<file path="src/rtl/core/sfr_pkg.sv">
// Shared types and constants for the stream find-and-replace block.
package sfr_pkg;

    localparam int BYTE_W          = 8;
    localparam int WIN_SLOTS       = 8;
    localparam int DEF_MAX_PATTERN = 8;
    localparam int MAX_REPLACEMENT = 8;
    localparam int REP_CAP         = (MAX_REPLACEMENT < WIN_SLOTS) ? MAX_REPLACEMENT : WIN_SLOTS;
    localparam int REP_IDX_W       = (REP_CAP > 1) ? $clog2(REP_CAP) : 1;
    localparam int LEN_W           = 4;
    localparam int CFG_IDX_W       = 2;
    localparam int CFG_DATA_W      = 64;

    typedef enum logic [CFG_IDX_W-1:0] {
        CFG_PAT_BYTES = 2'd0,
        CFG_PAT_LEN   = 2'd1,
        CFG_REP_BYTES = 2'd2,
        CFG_REP_LEN   = 2'd3
    } t_cfg_reg;

    typedef enum logic [2:0] {
        S_IDLE,
        S_PASS,
        S_REPL,
        S_DRAIN,
        S_MARK
    } t_state;

    typedef struct packed {
        logic load;
        logic shift;
    } t_cell_ctl;

endpackage

</file>
<file path="src/rtl/core/sfr_cell.sv">
// One window cell: holds a text byte, shifts towards its neighbour and compares with the pattern.
module sfr_cell (
    input  logic                     i_clk,
    input  sfr_pkg::t_cell_ctl       i_ctl,
    input  logic [sfr_pkg::BYTE_W-1:0] i_text_byte,
    input  logic [sfr_pkg::BYTE_W-1:0] i_next_byte,
    input  logic [sfr_pkg::BYTE_W-1:0] i_pat_byte,
    output logic [sfr_pkg::BYTE_W-1:0] o_byte,
    output logic                     o_match
);
    import sfr_pkg::*;

    logic [BYTE_W-1:0] r_byte;
    logic [BYTE_W-1:0] w_view;

    always_ff @(posedge i_clk) begin
        if (i_ctl.load) begin
            r_byte <= i_text_byte;
        end else if (i_ctl.shift) begin
            r_byte <= i_next_byte;
        end
    end

    // The comparison sees the byte being loaded in this cycle.
    assign w_view  = i_ctl.load ? i_text_byte : r_byte;
    assign o_match = (w_view == i_pat_byte);
    assign o_byte  = r_byte;

endmodule

</file>
<file path="src/rtl/core/stream_find_and_replace.sv">
// Top level of the stream find-and-replace block: configuration, cell chain and sequencer.
// An item with no result keeps the sequencer idle; an item with k results has all k loaded in turn.
// The sequencer loads one result per cycle into the output register while that register is free.
// An item's first result goes from the sequencer state to the output register and waits for ready.
// Synchronous active-low reset clears the sequencer, window fill, output valid and all registers
// of the configuration port; the window bytes themselves are not cleared.
module stream_find_and_replace #(
    parameter int MAX_PATTERN = sfr_pkg::DEF_MAX_PATTERN
) (
    input  logic                          i_clk,
    input  logic                          i_rst_n,
    input  logic                          i_in_valid,
    output logic                          o_in_ready,
    input  logic [sfr_pkg::BYTE_W-1:0]    i_text_byte,
    input  logic                          i_final_byte,
    output logic                          o_out_valid,
    input  logic                          i_out_ready,
    output logic [sfr_pkg::BYTE_W-1:0]    o_out_byte,
    output logic                          o_byte_valid,
    output logic                          o_run_end,
    output logic                          o_text_end,
    input  logic                          i_cfg_we,
    input  logic [sfr_pkg::CFG_IDX_W-1:0] i_cfg_index,
    input  logic [sfr_pkg::CFG_DATA_W-1:0] i_cfg_data
);
    import sfr_pkg::*;

    localparam int NUM_CELLS = (MAX_PATTERN < WIN_SLOTS) ? MAX_PATTERN : WIN_SLOTS;
    localparam int FILL_W    = $clog2(NUM_CELLS + 1);

    logic [CFG_DATA_W-1:0] r_pat_bytes;
    logic [LEN_W-1:0]      r_pat_len;
    logic [CFG_DATA_W-1:0] r_rep_bytes;
    logic [LEN_W-1:0]      r_rep_len;

    t_state                r_state;
    t_state                n_state;
    logic [FILL_W-1:0]     r_fill;
    logic [FILL_W-1:0]     n_fill;
    logic [REP_IDX_W-1:0]  r_cnt;
    logic [REP_IDX_W-1:0]  n_cnt;
    logic [BYTE_W-1:0]     r_byte;
    logic                  r_final;

    logic                  r_out_valid;
    logic [BYTE_W-1:0]     r_out_byte;
    logic                  r_out_bvalid;
    logic                  r_out_last;
    logic                  r_out_tend;

    logic [LEN_W-1:0]      w_plen_full;
    logic [FILL_W-1:0]     w_plen;
    logic [LEN_W-1:0]      w_rlen;
    logic [FILL_W-1:0]     w_fe;
    logic [FILL_W-1:0]     w_new_fill;
    logic                  w_full;
    logic                  w_match;
    logic                  w_accept;
    logic                  w_out_free;
    logic                  w_cnt_last;
    logic                  w_drain_one;
    logic                  w_plen_zero;

    logic                  w_emit;
    logic [BYTE_W-1:0]     w_emit_byte;
    logic                  w_emit_bvalid;
    logic                  w_emit_last;
    logic                  w_emit_tend;
    logic                  w_shift;
    logic                  w_load_en;

    logic [NUM_CELLS-1:0]  w_eq;
    logic [NUM_CELLS-1:0]  w_active;
    logic [BYTE_W-1:0]     w_chain [NUM_CELLS+1];
    t_cell_ctl             w_ctl   [NUM_CELLS];

    // Effective lengths are limited to what the window and the replacement store can hold.
    assign w_plen_full = (r_pat_len > LEN_W'(NUM_CELLS)) ? LEN_W'(NUM_CELLS) : r_pat_len;
    assign w_plen      = w_plen_full[FILL_W-1:0];
    assign w_rlen      = (r_rep_len > LEN_W'(REP_CAP)) ? LEN_W'(REP_CAP) : r_rep_len;
    assign w_plen_zero = (w_plen == '0);

    assign w_fe       = (r_fill >= w_plen) ? '0 : r_fill;
    assign w_new_fill = w_fe + FILL_W'(1);
    assign w_full     = (w_new_fill == w_plen);
    assign w_match    = &(w_eq | ~w_active);

    assign o_in_ready  = (r_state == S_IDLE);
    assign w_accept    = i_in_valid && o_in_ready;
    assign w_load_en   = w_accept && !w_plen_zero;
    assign w_out_free  = !r_out_valid || i_out_ready;
    assign w_cnt_last  = (LEN_W'(r_cnt) == (w_rlen - LEN_W'(1)));
    assign w_drain_one = (r_fill == FILL_W'(1));

    assign w_chain[NUM_CELLS] = '0;

    for (genvar g = 0; g < NUM_CELLS; g++) begin : g_cell
        assign w_active[g]    = (FILL_W'(g) < w_plen);
        assign w_ctl[g].load  = w_load_en && (w_fe == FILL_W'(g));
        assign w_ctl[g].shift = w_shift;

        sfr_cell u_cell (
            .i_clk       (i_clk),
            .i_ctl       (w_ctl[g]),
            .i_text_byte (i_text_byte),
            .i_next_byte (w_chain[g+1]),
            .i_pat_byte  (r_pat_bytes[g*BYTE_W +: BYTE_W]),
            .o_byte      (w_chain[g]),
            .o_match     (w_eq[g])
        );
    end

    always_comb begin
        n_state = r_state;
        unique case (r_state)
            S_IDLE: begin
                if (w_accept) begin
                    if (w_plen_zero) begin
                        n_state = S_PASS;
                    end else if (w_full && w_match) begin
                        if (w_rlen != '0) begin
                            n_state = S_REPL;
                        end else if (i_final_byte) begin
                            n_state = S_MARK;
                        end
                    end else if (w_full || i_final_byte) begin
                        n_state = S_DRAIN;
                    end
                end
            end
            S_PASS, S_MARK: begin
                if (w_out_free) begin
                    n_state = S_IDLE;
                end
            end
            S_REPL: begin
                if (w_out_free && w_cnt_last) begin
                    n_state = S_IDLE;
                end
            end
            S_DRAIN: begin
                if (w_out_free && (!r_final || w_drain_one)) begin
                    n_state = S_IDLE;
                end
            end
            default: n_state = S_IDLE;
        endcase
    end

    always_comb begin
        w_emit        = 1'b0;
        w_emit_byte   = '0;
        w_emit_bvalid = 1'b0;
        w_emit_last   = 1'b0;
        w_emit_tend   = 1'b0;
        w_shift       = 1'b0;
        n_fill        = r_fill;
        n_cnt         = r_cnt;
        unique case (r_state)
            S_IDLE: begin
                n_cnt = '0;
                if (w_load_en) begin
                    n_fill = (w_full && w_match) ? '0 : w_new_fill;
                end
            end
            S_PASS: begin
                w_emit        = 1'b1;
                w_emit_byte   = r_byte;
                w_emit_bvalid = 1'b1;
                w_emit_last   = 1'b1;
                w_emit_tend   = r_final;
            end
            S_REPL: begin
                w_emit        = 1'b1;
                w_emit_byte   = r_rep_bytes[r_cnt*BYTE_W +: BYTE_W];
                w_emit_bvalid = 1'b1;
                w_emit_last   = w_cnt_last;
                w_emit_tend   = w_cnt_last && r_final;
                if (w_out_free) begin
                    n_cnt = r_cnt + REP_IDX_W'(1);
                end
            end
            S_DRAIN: begin
                w_emit        = 1'b1;
                w_emit_byte   = w_chain[0];
                w_emit_bvalid = 1'b1;
                w_emit_last   = !r_final || w_drain_one;
                w_emit_tend   = r_final && w_drain_one;
                if (w_out_free) begin
                    w_shift = 1'b1;
                    n_fill  = r_fill - FILL_W'(1);
                end
            end
            S_MARK: begin
                w_emit        = 1'b1;
                w_emit_last   = 1'b1;
                w_emit_tend   = 1'b1;
            end
            default: ;
        endcase
    end

    always_ff @(posedge i_clk) begin
        if (!i_rst_n) begin
            r_state     <= S_IDLE;
            r_fill      <= '0;
            r_pat_bytes <= '0;
            r_pat_len   <= '0;
            r_rep_bytes <= '0;
            r_rep_len   <= '0;
        end else begin
            r_state <= n_state;
            r_fill  <= n_fill;
            if (i_cfg_we) begin
                unique case (t_cfg_reg'(i_cfg_index))
                    CFG_PAT_BYTES: r_pat_bytes <= i_cfg_data;
                    CFG_PAT_LEN: begin
                        r_pat_len <= i_cfg_data[LEN_W-1:0];
                        r_fill    <= '0;
                    end
                    CFG_REP_BYTES: r_rep_bytes <= i_cfg_data;
                    CFG_REP_LEN:   r_rep_len   <= i_cfg_data[LEN_W-1:0];
                    default: ;
                endcase
            end
        end
    end

    always_ff @(posedge i_clk) begin
        r_cnt <= n_cnt;
        if (w_accept) begin
            r_byte  <= i_text_byte;
            r_final <= i_final_byte;
        end
    end

    always_ff @(posedge i_clk) begin
        if (!i_rst_n) begin
            r_out_valid <= 1'b0;
        end else if (w_emit && w_out_free) begin
            r_out_valid <= 1'b1;
        end else if (i_out_ready) begin
            r_out_valid <= 1'b0;
        end
    end

    always_ff @(posedge i_clk) begin
        if (w_emit && w_out_free) begin
            r_out_byte   <= w_emit_byte;
            r_out_bvalid <= w_emit_bvalid;
            r_out_last   <= w_emit_last;
            r_out_tend   <= w_emit_tend;
        end
    end

    assign o_out_valid  = r_out_valid;
    assign o_out_byte   = r_out_byte;
    assign o_byte_valid = r_out_bvalid;
    assign o_run_end    = r_out_last;
    assign o_text_end   = r_out_tend;

    a_bare_mark_ends: assert property (@(posedge i_clk) disable iff (!i_rst_n)
        (o_out_valid && !o_byte_valid) |-> (o_run_end && o_text_end))
        else $error("A bare end mark must close both the run and the text.");

    a_text_end_in_run: assert property (@(posedge i_clk) disable iff (!i_rst_n)
        (o_out_valid && o_text_end) |-> o_run_end)
        else $error("The end of the text must also end the run.");

    a_emit_shown: assert property (@(posedge i_clk) disable iff (!i_rst_n)
        ((r_state != S_IDLE) && w_out_free) |=> o_out_valid)
        else $error("A result loaded by the sequencer must be offered for transfer.");

endmodule
</file>
<file path="config.mk">
export PLATFORM = sky130hd
export DESIGN_NAME = stream_find_and_replace
export DESIGN_NICKNAME = d
export VERILOG_FILES = /design/src/rtl/core/sfr_pkg.sv /design/src/rtl/core/sfr_cell.sv /design/src/rtl/core/stream_find_and_replace.sv
export SDC_FILE = /design/constraint.sdc
export NUM_CORES = 1
export LEC_CHECK = 0
export ABC_AREA = 1
export BUFFER_PORTS_ARGS = -buffer_cell sky130_fd_sc_hd__buf_4
export CAP_MARGIN = 15
export CELL_PAD_IN_SITES_DETAIL_PLACEMENT = 0
export CELL_PAD_IN_SITES_GLOBAL_PLACEMENT = 1
export CORE_MARGIN = 2
export CORE_UTILIZATION = 44
export CTS_CLUSTER_SIZE = 40
export DETAILED_ROUTE_END_ITERATION = 6
export PLACE_DENSITY = 0.88
export SLEW_MARGIN = 20
export SYNTH_ARGS = -nofsm -noshare
export SYNTH_HDL_FRONTEND = slang
export SYNTH_SLANG_ARGS = --single-unit
</file>
<file path="constraint.sdc">
create_clock -name i_clk -period 3.9 [get_ports i_clk]
set_input_delay 0.585 -clock i_clk [delete_from_list [all_inputs] [get_ports i_clk]]
set_output_delay 0.585 -clock i_clk [all_outputs]
set_load 0.1 [all_outputs]
</file>
======== Word level (Yosys, flattened, before mapping) ========
Index checks and enable logic that the tools add are counted.
word-level totals
  logic and storage cells ................. 173
  register bits ........................... 231
  output and inout bits ................... 13
cells by class
  reductions and logical operators ........ 47
  shifts and indexed selects .............. 1
  bitwise operators ....................... 2
  eq/ne operators ......................... 32
  muxes and demuxes ....................... 54
  $lt $le $gt $ge ......................... 11
  add/subtract/negate cells ............... 4
operators by type and width
  operator                                                                     count
  8-bit two-way mux                                                            24
  8-bit equality test                                                          8
  64-bit by 7-bit variable part select with 8-bit output                       1
  4-bit two-way mux                                                            8
  3-bit two-way mux                                                            10
  8-bit case mux with 3 select lines                                           1
  2-bit nonzero test                                                           10
  4-bit by 3-bit equality test with 1-bit output, second input constant        4
  1-bit logical AND                                                            16
  3-bit by 4-bit less-than comparator with 1-bit output, first input constant  4
  3-bit case mux with 4 select lines                                           1
  2-bit AND reduction                                                          5
  4-bit by 1-bit equality test with 1-bit output, second input constant        2
  4-bit by 2-bit equality test with 1-bit output, second input constant        2
  4-bit greater-than comparator, second input constant                         2
  4-bit logical NOT                                                            2
  1-bit by 4-bit less-than comparator with 1-bit output, first input constant  2
  2-bit by 4-bit less-than comparator with 1-bit output, first input constant  2
  8-bit NOT                                                                    1
  8-bit bitwise OR                                                             1
  4-bit case mux with 2 select lines                                           1
  8-bit AND reduction                                                          1
  4-bit by 1-bit subtractor with 4-bit output, second input constant           2
  3-bit by 2-bit equality test with 1-bit output, second input constant        2
  26 further kinds                                                             39

======== Depth between registers and ports, before layout ========
  word-level depth ........................ 16
  depth in mapped cells ................... 32

======== Modules after synthesis ========
Synthesis repeated with hierarchy kept, for this count alone.
unflattened totals
  cells, all modules ...................... 1685
  area, all modules ....................... 12081.6 µm²
by module, submodules not included
  module                   seq. area each (µm²)  instances  area each (µm²)  cells each
  stream_find_and_replace  3573.4                1          7317.0           965
  sfr_cell                 240.2                 8          595.6            90

======== Worst setup path before layout ========
No wires, ideal clock.
  path kind ............................... flip-flop to flip-flop
  start ................................... register r_pat_len[0]
  end ..................................... register r_state[0]
  slack ................................... 0.523 ns
  cell stages (with the launch flop) ...... 32
  library setup time ...................... 0.113 ns
  period minus slack after synthesis ...... 3.377 ns
  data required time ...................... 3.787 ns
  data arrival time ....................... 3.264 ns
  path through ............................ dfxtp_1 nor2_2 nand2_1 nand2_1 nand2_1 ha_1 nand2_1 inv_1 nand2_1 nand3_1 inv_1 nand2_1 inv_1 ha_1 inv_1 nor2_4 nand2_4 clkinv_4 buf_8 nand2_1 o21ai_1 xor2_1 nor2_1 nand2_1 nor2_1 nand2_1 a21oi_4 nand4_1 nand2_1 nand2_1 nand2_1 nor2_1
between the ends
  cells in the longest elaborated chain, start to end .. 15
  elaborated cells between the ends (all ways) .. 61
RTL lines
  item                                                                    line                                                          text
  start: declaration                                                      stream_find_and_replace.sv:32                                 logic [LEN_W-1:0] r_pat_len;
  start signal: assignment                                                stream_find_and_replace.sv:218                                r_pat_len <= i_cfg_data[LEN_W-1:0];
  4-bit greater-than comparator                                           stream_find_and_replace.sv:78                                 assign w_plen_full = (r_pat_len > LEN_W'(NUM_CELLS)) ? LEN_W'(NUM_CELLS) : r_pat_len;
  4-bit two-way mux (*)                                                   stream_find_and_replace.sv:78
  4-bit greater-or-equal comparator or 4-bit logical NOT (tied branches)  stream_find_and_replace.sv:83, stream_find_and_replace.sv:81
  4-bit two-way mux or 1-bit logical NOT (tied branches)                  stream_find_and_replace.sv:83, stream_find_and_replace.sv:90
  4-bit by 1-bit equality test with 1-bit output (tied with other cells)  stream_find_and_replace.sv:99                                 assign w_ctl[g].load = w_load_en && (w_fe == FILL_W'(g));
  1-bit logical AND                                                       stream_find_and_replace.sv:99
  8-bit two-way mux                                                       sfr_cell.sv:25                                                assign w_view = i_ctl.load ? i_text_byte : r_byte;
  8-bit equality test                                                     sfr_cell.sv:26                                                assign o_match = (w_view == i_pat_byte);
  8-bit bitwise OR                                                        stream_find_and_replace.sv:86                                 assign w_match = &(w_eq | ~w_active);
  8-bit AND reduction                                                     stream_find_and_replace.sv:86
  1-bit logical AND                                                       stream_find_and_replace.sv:120                                end else if (w_full && w_match) begin
  3-bit two-way mux                                                       stream_find_and_replace.sv:120
  3-bit two-way mux                                                       stream_find_and_replace.sv:118                                if (w_plen_zero) begin
  3-bit two-way mux                                                       stream_find_and_replace.sv:117                                if (w_accept) begin
  3-bit case mux with 4 select lines                                      stream_find_and_replace.sv:115                                unique case (r_state)
  end signal: assignment                                                  stream_find_and_replace.sv:212                                r_state <= n_state;
  end: declaration                                                        stream_find_and_replace.sv:36                                 t_state r_state;
Every way passes the cells marked *; elsewhere a longest branch is shown, timed or not. The select of a mux whose other input is x is not followed.
A chain may end at the register's enable or synchronous reset.

======== Worst setup path in the final report ========
  start ................................... register r_pat_len[1]
  end ..................................... register r_state[2]
The elaborated chain is that of the path after synthesis.

==> out/results.ini <==
[global_route]
grt_pass1_wl_microns=54300
grt.overflow.total=0
grt_max_degree=109
grt_antenna_before_repair=0
grt_pass1_vias=9898
grt_usage_pct=24.5

[cells_and_area]
nets=1779
post-route-util_pct=54.0
area_growth_pct=19.9
num_antenna_cells=0
final_layout_size_suffix_gt1_share_pct=15.8

[detailed_routing]
drc=6
detail_route.wl_per_cell_microns=17.3
antenna_left=0
first_pass_iters=7
drt_iter0_drc=881
wirelength_microns=35300
vias_per_cell=5.25
dr_total_vias=10700

[clock_tree]
clock-sinks=231
cts_hold_buf=0
cts_buffers=27
clockRootBuffer=clkbuf_16
clock_path_buffers=3
clk_pin_slew_worst_paths_ns=0.06
cts_tree=done
htreeDepth=1
clock_latency_ns=0.53

[synth]
synthDistinctLibCells=41
ys_seq_area_share_pct=46.7
syn-cell-area_sq_mm=0.0118
synth_nets=1677
ys_ff_latch=231
synth_warnings=0
syn_avg_cell_area_sq_um=7.42
synth_cells=1585

[floorplanning]
start_util_pct=45.0
core_area_sq_mm=0.0261
die_y_microns=167
ios=93
dieArea_sq_mm=0.0281
placementRows=59
dieWidth_microns=167

[power_and_ir_drop]
vdd_drop_max_v=0.000301
p_int_mw=4.86
power.density_mw_per_mm2=543
p_sw_mw=2.80
pwr-share-comb_pct=29.1
pwr-share-seq_pct=38.5
pwr-share-clk_pct=32.4
swShare_pct=36.6
p_leak_nw=6.21

[worst_setup_path]
endpoint_kind=flip-flop
cp_slowest_cell=dfxtp_4
crit_type=reg2reg
timing.rr.end=r_state[2]$_SDFFE_PN0P_
rr_startpoint=r_pat_len[1]$_SDFFE_PN0P_
timing.critical_path.arrival_ns=4.11
cp-start-kind=flip-flop
slowest_delay_ns=0.37
cp_common_cell=nand2_1
cp_num_buf_inv=6
r2r_slack_ns=0.25
crit_family=simple AND/OR/NAND/NOR gates
r2r_cells=31
path_max_fanout=6
critPathRequiredTime_ns=4.36

[timing]
finalSetupTns_ns=0
tightest_slew_ns=0.939
fin_worst_skew_ns=0.0176
period_needed_ns=3.65
setup_viol=0
drv_slew=0
timing.fmax_ghz=0.274
relSlewSlack_pct=37.4
hold_viol_final=0
finalCritPeriodShare_pct=93.6

[status]
status=complete, but fails checks
violations=design-rule violations

[hold_path]
hold_class=in2reg
holdPathStages=1
min_from=i_final_byte
min_to=r_final$_DFFE_PP_

[placed_design]
hpwl_microns=25400
gp_congestion=0.907
port_buffers=92

[run]
maxCapViolations=0

-- synthesized netlist by cell type --
| library cell | number | share of area (%) |
|---|---|---|
| xnor2_1 | 4 | 0.30 |
| inv_2 | 7 | 0.22 |
| xor2_1 | 11 | 0.82 |
| buf_1 | 5 | 0.16 |
| inv_1 | 185 | 5.9 |
| buf_4 | 5 | 0.32 |
| a211oi_1 | 1 | 0.064 |
| nand4_1 | 8 | 0.43 |
| a21oi_4 | 1 | 0.14 |
| edfxtp_1 | 87 | 22 |
| nand4_2 | 1 | 0.11 |
| a21oi_1 | 159 | 6.8 |
| buf_8 | 1 | 0.13 |
| clkinv_4 | 1 | 0.074 |
| a31o_2 | 1 | 0.074 |
| o21ai_2 | 2 | 0.15 |
| nand3_1 | 119 | 5.1 |
| nand2_2 | 8 | 0.43 |
| dfxtp_1 | 144 | 25 |
| nand3b_1 | 14 | 0.89 |
| o41ai_1 | 1 | 0.074 |
| nor4_1 | 2 | 0.11 |
| nor3b_1 | 1 | 0.064 |
| nand2_4 | 5 | 0.48 |
| a21oi_2 | 1 | 0.074 |
| nor2_8 | 3 | 0.51 |
| nor2_1 | 77 | 2.5 |
| buf_6 | 5 | 0.48 |
| ha_1 | 12 | 1.3 |
| clkinv_2 | 1 | 0.043 |
| a22oi_1 | 5 | 0.32 |
| buf_2 | 11 | 0.47 |
| nor2_4 | 3 | 0.29 |
| a31oi_1 | 4 | 0.21 |
| nand2_1 | 440 | 14 |
| o21ai_0 | 184 | 7.8 |
| o21ai_1 | 6 | 0.26 |
| nand3_4 | 2 | 0.30 |
| nor2_2 | 3 | 0.16 |
| nor3_1 | 5 | 0.21 |
| clkbuf_1 | 50 | 1.6 |
-- through the flow --
| step | instances | setup slack [ns] | hold WS, ns | total power, mW | instance area, sq um |
|---|---|---|---|---|---|
| after floorplan | 1585 | 0.523 | 0.420 | 4.48 | 11800 |
| after global placement | 1963 | 0.0511 | 0.429 | 5.13 | 12700 |
| after detailed placement | 1963 | -0.0900 | 0.433 | 5.14 | 12700 |
| after CTS | 2011 | 0.0200 | 0.250 | 7.61 | 13600 |
| after global routing | 2041 | -0.0293 | 0.255 | 7.98 | 14100 |
| final | 2041 | 0.251 | 0.262 | 7.66 | 14100 |
-- worst max path at each step --
stage / end / slack (ns) / start / cells after the start
2_1_floorplan: r_state[0]$_SDFFE_PN0P_ / 0.52 / r_pat_len[0]$_SDFFE_PN0P_ / 31
3_3_place_gp: r_state[0]$_SDFFE_PN0P_ / 0.05 / r_pat_len[0]$_SDFFE_PN0P_ / 32
3_5_place_dp: r_state[0]$_SDFFE_PN0P_ / -0.09 / r_pat_len[1]$_SDFFE_PN0P_ / 32
4_1_cts: r_state[0]$_SDFFE_PN0P_ / 0.02 / r_pat_len[1]$_SDFFE_PN0P_ / 32
5_1_grt: r_state[2]$_SDFFE_PN0P_ / -0.03 / r_pat_len[1]$_SDFFE_PN0P_ / 29
6_report: r_state[2]$_SDFFE_PN0P_ / 0.25 / r_pat_len[1]$_SDFFE_PN0P_ / 31
-- logic make-up after synthesis --
group	count (synthesis)	synth area share [%]
xor+xnor	15	1.12
flops	231	46.7
fa+ha+maj	12	1.28
simple gates	691	25.5
buf+inv	271	9.39
compound gates	365	16.0
-- sequential cells by signal, summed over array words and instances, names as in the netlist, 3 cells and up --
| signal | count |
|---|---|
| r_fill | 4 |
| r_byte | 8 |
| r_rep_bytes | 64 |
| r_state | 3 |
| o_out_byte | 8 |
| r_pat_bytes | 64 |
| r_cnt | 3 |
| g_cell.u_cell.o_byte | 64 |
| r_rep_len | 4 |
| r_pat_len | 4 |
-- metal layers --
metal  vias up  track usage (%)  part of all wire (%)
li1       5386                -                     -
met1      4930             33.0                    43
met2       335             42.5                    48
met3        63             2.51                   6.0
met4         0             6.24                   2.8
met5         -                0                     0
-- layout by cell type (no fill, tap or decap), drive strengths merged --
cell,instances
clkinvlp,3
xnor2,4
nand3b,14
nor3b,1
a31oi,4
a211oi,1
edfxtp,87
ha,12
nand3,121
clkinv,11
o21ai,192
nand4,9
o41ai,1
xor2,11
a31o,1
a21oi,161
buf,148
nor4,2
clkbuf,35
inv,192
nor2,86
bufinv,2
a22oi,5
nor3,5
nand2,454
dfxtp,144
-- area by class of cell --
cell class                 instances  area [sq um]
clock buffer                      34           732
clock inverter                    14           128
fill                            2557         12000
inverter                         194           763
multi-input combinational       1084          5360
sequential                       231          5500
tap                              335           419
timing repair buffer             149          1200
-- repair_timing --
item / in CTS / in global routing
endpoints found under the setup margin: 6 / 7
pin swaps: 2 / 19
gates resized for setup: 8 / 55
setup buffers: 0 / 28
cloned: 0 / 2
-- power by group through the flow --
| stage | combinational, mW | clock, mW | sequential [mW] |
|---|---|---|---|
| 3_3_place_gp | 2.13 | 0 | 2.99 |
| 3_5_place_dp | 2.14 | 0 | 3.00 |
| 2_1_floorplan | 1.07 | 0 | 3.41 |
| 6_report | 2.23 | 2.48 | 2.95 |
| 5_1_grt | 2.40 | 2.61 | 2.97 |
| 4_1_cts | 2.16 | 2.51 | 2.95 |
Power figures use the tool's default switching activity.
